`src/sv/efr_pkg.sv`:
```
// Shared types, codes and controller/datapath command structs for the rasterizer.
package efr_pkg;

    typedef struct packed {
        logic        operation;
        logic [1:0]  vertex_slot;
        logic [10:0] vertex_x;
        logic [10:0] vertex_y;
        logic [31:0] vertex_color;
    } in_beat_t;

    typedef struct packed {
        logic [1:0]  status;
        logic [10:0] pixel_x;
        logic [10:0] pixel_y;
        logic [31:0] pixel_color;
        logic        last_position;
    } out_beat_t;

    localparam logic       OP_LOAD    = 1'b0;
    localparam logic       OP_STEP    = 1'b1;
    localparam logic [1:0] ST_INSIDE  = 2'd0;
    localparam logic [1:0] ST_OUTSIDE = 2'd1;
    localparam logic [1:0] ST_NO_TRI  = 2'd2;
    localparam logic [1:0] SLOT_LAST  = 2'd2;
    localparam logic [1:0] SLOT_NONE  = 2'd3;
    localparam logic [1:0] CHAN_LAST  = 2'd3;
    localparam logic [3:0] DIV_TOP    = 4'd8;

    typedef struct packed {
        logic       vtx_we;
        logic [1:0] vtx_slot;
        logic       su_prod;
        logic       su_area;
        logic       su_edge;
        logic       su_esum;
        logic       c_mul;
        logic       c_sum;
        logic       c_init;
        logic       c_row;
        logic [1:0] chan;
        logic       walk_start;
        logic       step_acc;
        logic       div_iter;
        logic [3:0] div_bit;
        logic       out_color;
    } cmd_t;

    typedef struct packed {
        logic area_zero;
        logic area_neg;
        logic walk_active;
        logic in_tri;
    } sts_t;

endpackage

```
`src/sv/efr_ctrl.sv`:
```
// Sequencer for setup, traversal steps and the colour division.
module efr_ctrl import efr_pkg::*; (
    input  logic     aclk,
    input  logic     aresetn,
    input  logic     s_valid,
    output logic     s_ready,
    input  in_beat_t s_data,
    output logic     m_valid,
    input  logic     m_ready,
    input  logic     cfg_valid,
    output logic     cfg_ready,
    input  logic     cfg_data,
    input  sts_t     sts,
    output cmd_t     cmd
);

    localparam logic [3:0] S_IDLE  = 4'd0;
    localparam logic [3:0] S_PROD  = 4'd1;
    localparam logic [3:0] S_AREA  = 4'd2;
    localparam logic [3:0] S_EDGE  = 4'd3;
    localparam logic [3:0] S_ESUM  = 4'd4;
    localparam logic [3:0] S_CMUL  = 4'd5;
    localparam logic [3:0] S_CSUM  = 4'd6;
    localparam logic [3:0] S_CINIT = 4'd7;
    localparam logic [3:0] S_CROW  = 4'd8;
    localparam logic [3:0] S_DIV   = 4'd9;
    localparam logic [3:0] S_DOUT  = 4'd10;

    logic [3:0] state_reg, state_next;
    logic [1:0] chan_reg, chan_next;
    logic [3:0] cnt_reg, cnt_next;
    logic       m_valid_reg, m_valid_next;
    logic       cull_reg;
    logic       acc;

    assign cfg_ready = 1'b1;
    assign m_valid   = m_valid_reg;
    assign s_ready   = (state_reg == S_IDLE)
                     && (!m_valid_reg || m_ready || s_data.operation == OP_LOAD);
    assign acc       = s_valid && s_ready;

    always_comb begin
        cmd          = '0;
        cmd.vtx_slot = s_data.vertex_slot;
        cmd.chan     = chan_reg;
        cmd.div_bit  = cnt_reg;
        state_next   = state_reg;
        chan_next    = chan_reg;
        cnt_next     = cnt_reg;
        m_valid_next = m_valid_reg && !m_ready;
        unique case (state_reg)
            S_IDLE: begin
                if (acc) begin
                    if (s_data.operation == OP_LOAD) begin
                        cmd.vtx_we = (s_data.vertex_slot != SLOT_NONE);
                        if (s_data.vertex_slot == SLOT_LAST) begin
                            state_next = S_PROD;
                        end
                    end else begin
                        cmd.step_acc = 1'b1;
                        if (sts.walk_active && sts.in_tri) begin
                            state_next = S_DIV;
                            cnt_next   = DIV_TOP;
                        end else begin
                            m_valid_next = 1'b1;
                        end
                    end
                end
            end
            S_PROD: begin
                cmd.su_prod = 1'b1;
                state_next  = S_AREA;
            end
            S_AREA: begin
                cmd.su_area = 1'b1;
                state_next  = S_EDGE;
            end
            S_EDGE: begin
                if (sts.area_zero || (sts.area_neg && cull_reg)) begin
                    state_next = S_IDLE;
                end else begin
                    cmd.su_edge = 1'b1;
                    state_next  = S_ESUM;
                end
            end
            S_ESUM: begin
                cmd.su_esum = 1'b1;
                chan_next   = '0;
                state_next  = S_CMUL;
            end
            S_CMUL: begin
                cmd.c_mul  = 1'b1;
                state_next = S_CSUM;
            end
            S_CSUM: begin
                cmd.c_sum  = 1'b1;
                state_next = S_CINIT;
            end
            S_CINIT: begin
                cmd.c_init = 1'b1;
                state_next = S_CROW;
            end
            S_CROW: begin
                cmd.c_row = 1'b1;
                if (chan_reg == CHAN_LAST) begin
                    cmd.walk_start = 1'b1;
                    state_next     = S_IDLE;
                end else begin
                    chan_next  = chan_reg + 2'd1;
                    state_next = S_CMUL;
                end
            end
            S_DIV: begin
                cmd.div_iter = 1'b1;
                if (cnt_reg == '0) begin
                    state_next = S_DOUT;
                end else begin
                    cnt_next = cnt_reg - 4'd1;
                end
            end
            S_DOUT: begin
                cmd.out_color = 1'b1;
                m_valid_next  = 1'b1;
                state_next    = S_IDLE;
            end
            default: begin
                state_next = S_IDLE;
            end
        endcase
    end

    always_ff @(posedge aclk) begin
        if (!aresetn) begin
            state_reg   <= S_IDLE;
            chan_reg    <= '0;
            cnt_reg     <= '0;
            m_valid_reg <= 1'b0;
            cull_reg    <= 1'b0;
        end else begin
            state_reg   <= state_next;
            chan_reg    <= chan_next;
            cnt_reg     <= cnt_next;
            m_valid_reg <= m_valid_next;
            if (cfg_valid && cfg_ready) begin
                cull_reg <= cfg_data;
            end
        end
    end

endmodule

```
`config.mk`:
```
export PLATFORM = sky130hd
export DESIGN_NAME = efr_ctrl
export DESIGN_NICKNAME = d
export VERILOG_FILES = /design/src/sv/efr_pkg.sv /design/src/sv/efr_ctrl.sv
export SDC_FILE = /design/constraint.sdc
export NUM_CORES = 1
export LEC_CHECK = 0
export ABC_AREA = 1
export BUFFER_PORTS_ARGS = -buffer_cell sky130_fd_sc_hd__buf_2
export CORE_MARGIN = 2
export CORE_UTILIZATION = 40
export CTS_BUF_LIST = sky130_fd_sc_hd__clkbuf_4
export DETAILED_ROUTE_END_ITERATION = 12
export MAX_ROUTING_LAYER = met4
export PLACE_DENSITY = 0.88
export SKIP_LAST_GASP = 1
export SYNTH_ARGS = -nofsm -noshare
export SYNTH_HDL_FRONTEND = slang
export SYNTH_SLANG_ARGS = --single-unit
export TNS_END_PERCENT = 10
```
`constraint.sdc`:
```
create_clock -name aclk -period 2.29 [get_ports aclk]
set_input_delay 0.458 -clock aclk [delete_from_list [all_inputs] [get_ports aclk]]
set_output_delay 0.458 -clock aclk [all_outputs]
set_load 0.05 [all_outputs]
```
==> Word level (Yosys, flattened, before mapping) <==
Index checks and enable logic that the tools add are counted.
W data, S select, Z words.
{ "op_classes": {"n_reduce_logical": 17, "bitwise": 1, "n_eq_ne": 21, "n_mux": 38, "addsub": 2} }
{ "ops": {"columns": ["cell", "n"], "rows": [
  ["$pmux W4 S10", 1],
  ["$mux W4", 9],
  ["$mux W1", 22],
  ["$eq A4 B3 Y1 const B", 4],
  ["$eq A4 B4 Y1 const B", 3],
  ["$ne A2 B2 Y1 const B", 6],
  ["$eq A4 B2 Y1 const B", 2],
  ["$logic_not A4 Y1", 2],
  ["$pmux W4 S2", 1],
  ["$mux W3", 2],
  ["$ne A3 B2 Y1 const B", 2],
  ["$logic_and A1 B1 Y1", 5],
  ["$reduce_and A5 Y1", 1],
  ["$eq A2 B2 Y1 const B", 2],
  ["$eq A4 B1 Y1 const B", 1],
  ["$pmux W2 S2", 1],
  ["$reduce_and A4 Y1", 1],
  ["$reduce_bool A2 Y1", 2],
  ["$sub A4 B1 Y4 const B", 1],
  ["$logic_or A1 B1 Y1", 3],
  ["$add A2 B1 Y2 const B", 1],
  ["$logic_not A1 Y1", 2],
  ["$mux W2", 1],
  ["$ne A2 B1 Y1 const B", 1],
  ["3 further kinds", 3]
]} }
{ "word_totals": {"inputBits": 67, "output_inout_bits": 24, "ff_bits": 12, "wordCells": 84} }

==> Depth between registers and ports, before layout <==
Gate-level depths: netlist (run 1).
{ "logic_depth": {"word_depth": 7, "mapped_depth": 9, "mapped_depth_nobuf": 9} }

==> Worst setup path before layout (run 1) <==
No wires, ideal clock.
{ "synth_timing": {"path_kind": "register to output", "startpoint": "register m_valid_reg (netlist: m_valid)", "endpoint": "output port cmd[6] (netlist name)", "slack_ns": -0.342, "stages_incl_launch_ff": 4, "required_time_ns": 1.832, "path_buffers": 0, "arrival_ns": 2.174, "cell_sequence": "dfxtp_1 nand3_1 inv_1 nor4_1"} }
{ "synth_lines": {"columns": ["item", "line_no", "text"], "rows": [
  ["start, declared", "efr_ctrl.sv:32", "logic m_valid_reg, m_valid_next;"],
  ["start signal, assigned", "efr_ctrl.sv:143", "m_valid_reg <= m_valid_next;"],
  ["end, declared", "efr_ctrl.sv:14", "output cmd_t cmd"]
]} }

==> impl_metrics.ini, run 1 <==
[sta]
setup_slack_ps = 297
fin_crit_sh = 0.870
clock_skew_ps = 2.66
setup_viol = 0
period_minus_slack_ps = 1990
fmax_mhz = 502
final_hold_viol_count = 0
slew_viol_final = 0
rsz0062_at_grt = false

[synthesis]
async_flop_share = 0
synth_cells = 148
synth.distinct_cells = 23
yosys_warnings = 0
synth.avg_cell_area_sq_um = 6.27
synth_xor_area_frac = 0.00943
synth_top_family_by_area = simple AND/OR/NAND/NOR gates
synthesis.area_sq_um = 928
synth-simple-area-share = 0.420
ys_seq_elements = 12
synthAdderAreaFrac = 0.0404
ys_seq_area_frac = 0.259
synthMuxAreaShare = 0
synthDominantCellAreaShare = 0.259
yosysMostFrequentCell = nand2_1
synth_area_leaders = dfxtp_1, nand2_1, inv_1
synth_compound_area_frac = 0.125
synth_enable_flop_cells = 0
synth-main-ff-cell = dfxtp_1
syn_nets = 218
yosys-top-cells-count = nand2_1, inv_1, nor2_1
synth_area_leader_cell = dfxtp_1

[setup_path]
critPathTopFamily = simple AND/OR/NAND/NOR gates
worst_setup_path_start_kind = flop
cp_max_fo = 6
rr_worst_depth = 6
cp_data_arrival_time_ps = 1540
worst-path-buf-inv = 1
cp_slowest_stage_delay_ps = 390
cp_data_required_time_ps = 1830
reg2reg_from = state_reg[2]
cp_slowest_cell = dfxtp_1
endpoint_kind = primary output
reg2reg_to = chan_reg[0]
cp_cell_sequence = nor2_4 > nand2_2 > nor4_2 > buf_2
critPathKind = flop to primary output
reg2reg_slack_ps = 910

[final_layout]
fin_nets = 255
fin_util = 0.519
antenna_cells = 0
final_cells = 212
syn2layout_area_growth_pct = 23.7
design_area_sq_um = 1150
layout-drive-gt1-share = 0.299

[die]
rows = 17
dieWidth_um = 52.2
die_y_um = 52.2
coreArea_sq_um = 2210
boundaryPins = 91
initial_core_util = 0.420
dieArea_sq_um = 2720

[cts]
clk_pin_slew_ps = 90
cts.sinks = 12
clk_path_buf_depth = 2
ctsHoldBuffers = 0
postCtsSetupBuffers = 0
numCtsBuffers = 3
htree_levels = 1
clock_latency_ps = 280
ctsResizeCount = 0
cts_tree = yes
cts.root.buffer_cell = clkbuf_4

[global_routing]
grt_busiest_layer = met2
grt_pass1_vias = 853
use_met2 = 0.266
gr-usage-met1 = 0.212
grtUsageTotal = 0.166
grt_pass1_wl_um = 3340
grt_overflow = 0
antenna_found_initial = 0
grt_max_degree = 9
grt_use_met3 = 0.0171

[placement]
hpwl_um = 1680
place_area_sq_um = 1120
dp_cells = 208
gp_congestion = 0.911
post-place-ws_ps = 601
port_buffers = 35

[routing]
viasPerCell = 4.75
routed_wl_um = 2090
ant_nets = 0
drc = 0
drtPass1Iterations = 5
vias = 1008
wire_per_inst_um = 9.87
first_iter_violations = 26

[worst_hold_path]
hp-class = input port to flop
worstHoldPathCells = 2
min_to = cull_reg
holdCritStartpoint = cfg_valid

[power]
power_density_nw_per_um2 = 1220
leakage_nw = 0.694
ir_drop_uv = 635

[outcome]
outcome = finished clean

[run]
drv_cap = 0
-- stage by stage --
| step | TNS, ps | total power (W) | hold slack (ps) |
|---|---|---|---|
| detailed placement | 0 | 0.00126 | 492 |
| finish | 0 | 0.00141 | 352 |
| CTS | 0 | 0.00140 | 360 |
| floorplan | -1.94 | 0.00108 | 501 |
| global route | 0 | 0.00152 | 366 |
| global placement | 0 | 0.00124 | 469 |
-- worst max path at each step --
stage	to	startpoint	slack [ps]	depth (start not counted)
2_1_floorplan	cmd[20]	state_reg[0]	-2	3
3_3_place_gp	cmd[20]	s_data[56]	610	5
3_5_place_dp	cmd[20]	s_data[56]	600	5
4_1_cts	cmd[6]	state_reg[0]	300	4
5_1_grt	cmd[13]	state_reg[2]	180	5
6_report	cmd[6]	state_reg[0]	300	4
-- final cells by class --
class	instances	area [sq um]
sequential	12	240
tap	28	35.0
clock buffer	3	22.5
inverter	29	109
clock inverter	1	3.75
multi-input combinational	104	563
fill	229	1060
timing repair buffer	35	175
-- placed cells by master (no fill, tap or decap) --
master / count
a211oi_1: 1
a21oi_1: 7
a21oi_2: 2
buf_2: 35
clkbuf_4: 3
clkinv_1: 1
conb_1: 1
dfxtp_1: 12
ha_1: 3
inv_1: 28
inv_2: 1
nand2_1: 29
nand2_2: 4
nand2_4: 1
nand3_1: 15
nand3_4: 1
nor2_1: 24
nor2_2: 2
nor2_4: 3
nor3_2: 1
nor4_2: 1
o211a_1: 1
o21ai_0: 6
o21ai_4: 1
xnor2_1: 1
-- layer usage --
layer	part of all wire	vias to the layer above
li1	-	526
met1	0.47	444
met2	0.46	34
met3	0.056	4
met4	0.016	0
met5	0	-
-- cells by family after synthesis --
kind of cell | after synthesis
AO/OA/AOI/OAI | 18
XOR/XNOR | 1
adder cells (fa/ha/maj) | 3
buffers and inverters | 32
flip-flops | 12
other | 1
AND/OR/NAND/NOR | 81
-- power by group --
| part | leakage, nW | internal [W] | switching (W) |
|---|---|---|---|
| logic | 0.581 | 0.000247 | 0.000690 |
| registers | 0.0982 | 0.000261 | 0.0000628 |
| clock network | 0.0154 | 0.0000633 | 0.0000817 |
No activity file was read; power rests on OpenSTA's default activity.
==> run 2: changes to the inputs <==
Settings changed: ABC_AREA 1 to not set, CORE_UTILIZATION 40 to 39, GPL_ROUTABILITY_DRIVEN set to 0, TNS_END_PERCENT 10 to not set.
==> impl_metrics.ini, run 2 <==
[cts]
clk_path_buf_depth = 2
htree_levels = 1
clk_pin_slew_ps = 80
cts.root.buffer_cell = clkbuf_4
cts.sinks = 12
ctsResizeCount = 1
numCtsBuffers = 3
clock_latency_ps = 280
cts_tree = yes
ctsHoldBuffers = 0
postCtsSetupBuffers = 0

[synthesis]
ys_seq_elements = 12
synth.avg_cell_area_sq_um = 8.15
synth_area_leader_cell = dfxtp_1
synth-main-ff-cell = dfxtp_1
yosys_warnings = 0
yosys-top-cells-count = nor2_1, dfxtp_1, nor3_1
synth_cells = 107
async_flop_share = 0
synth_area_leaders = dfxtp_1, nor2_1, nor3_1
synth.distinct_cells = 38
yosysMostFrequentCell = nor2_1
synthesis.area_sq_um = 872
syn_nets = 177
synthDominantCellAreaShare = 0.275
ys_seq_area_frac = 0.275
synth_enable_flop_cells = 0

[setup_path]
cp_data_arrival_time_ps = 1770
critPathTopFamily = simple AND/OR/NAND/NOR gates
cp_cell_sequence = or4_4 > a2111oi_4 > buf_6
cp_data_required_time_ps = 1830
worst-path-buf-inv = 1
critPathKind = flop to primary output
worst_setup_path_start_kind = flop
cp_max_fo = 6
cp_slowest_cell = or4_4
endpoint_kind = primary output
cp_slowest_stage_delay_ps = 620

[power]
ir_drop_uv = 420
leakage_nw = 0.491
power_density_nw_per_um2 = 866
power.total_w = 0.000971

[routing]
drtPass1Iterations = 4
wire_per_inst_um = 12.8
first_iter_violations = 13
drc = 0
viasPerCell = 5.35
met3_length_um = 160
top_layer = met4
drt-met1-wl_um = 899
dr_wl_met2_um = 1080
ant_nets = 0
routed_wl_um = 2180
vias = 909

[die]
dieWidth_um = 51.3
coreArea_sq_um = 2170
boundaryPins = 91
initial_core_util = 0.402
dieArea_sq_um = 2630
die_y_um = 51.3
rows = 17

[global_routing]
antenna_found_initial = 0
grt_pass1_vias = 859
grt_overflow = 0
grt_pass1_wl_um = 3590
grtUsageTotal = 0.185
grt_max_degree = 16

[run]
drv_cap = 0

[sta]
fmax_mhz = 450
slew_viol_final = 0
clock_skew_ps = 1.49
fin_setup_tns_ps = 0
final_hold_viol_count = 0
period_minus_slack_ps = 2220
setup_viol = 0
fin_crit_sh = 0.971
maxSlewHeadroom = 0.631
rsz0062_at_grt = false
worst_pin_slew_ps = 553

[placement]
hpwl_um = 1680
port_buffers = 35

[final_layout]
final_cell_mix = buf_2, nor2_1, dfxtp_1, nand2_1, nor3_1
fillers = 212
syn2layout_area_growth_pct = 28.6
layout-drive-gt1-share = 0.387
fin_nets = 213
layout_commonest_cell = buf_2
antenna_cells = 0

[outcome]
outcome = finished clean

[worst_hold_path]
hp-class = input port to flop
[run 2: layer usage]
layer	vias to the layer above	global-route usage
li1	450	-
met1	417	0.217
met2	37	0.314
met3	5	0.0380
met4	0	0.0658
met5	-	-
[run 2: layout make-up]
| class | count | area [sq um] | share of cell area |
|---|---|---|---|
| Multi-Input combinational cell | 81 | 586 | 0.522 |
| Timing Repair Buffer | 39 | 211 | 0.189 |
| Clock inverter | 1 | 3.75 | 0.00335 |
| Inverter | 6 | 22.5 | 0.0201 |
| Clock buffer | 3 | 22.5 | 0.0201 |
| Sequential cell | 12 | 240 | 0.214 |
| Tap cell | 28 | 35.0 | 0.0312 |
[run 2: through the flow]
stage	hold WS (ps)	instance area (sq um)	worst slack, ps	cells	utilization
CTS	456	1120	33.7	170	0.515
finish	454	1120	65.3	170	0.517
global route	496	1120	4.99	170	0.517
detailed placement	480	1090	289	166	0.502
global placement	481	1090	293	166	0.502
floorplan	483	905	-63.7	107	-
[run 2: kinds of logic (layout without fill, tap and decap cells)]
kind of cell	after synthesis	after routing	synth area share
AOI/OAI and AO/OA	23	23	0.224
and+or+nand+nor	51	51	0.329
DFF	12	12	0.275
adders and majority gates	3	3	0.0430
buffers and inverters	14	49	0.0904
muxes	3	3	0.0344
other	1	1	0.00430
[run 2: power by group]
| group | total [W] | switching [W] | internal [W] |
|---|---|---|---|
| combinational | 0.000579 | 0.000392 | 0.000187 |
| clock | 0.000138 | 0.0000747 | 0.0000632 |
| sequential | 0.000254 | 0.0000183 | 0.000235 |
[run 2: worst paths after layout]
| path | depth (start not counted) | slack, ps | from | endpoint |
|---|---|---|---|---|
| max | 3 | 70 | state_reg[3] | cmd[20] |
| min reg2reg | 1 | 500 | cnt_reg[0] | cnt_reg[0] |
| max reg2reg | 5 | 420 | state_reg[1] | cnt_reg[1] |
| min | 3 | 450 | cfg_data | cull_reg |
[run 2: worst register-to-register path, delay by kind of cell (launching register included)]
family	cells	cell delay, ps
compound gates	2	770
simple gates	1	370
flops	1	320
buf+inv	1	170
mux	1	170
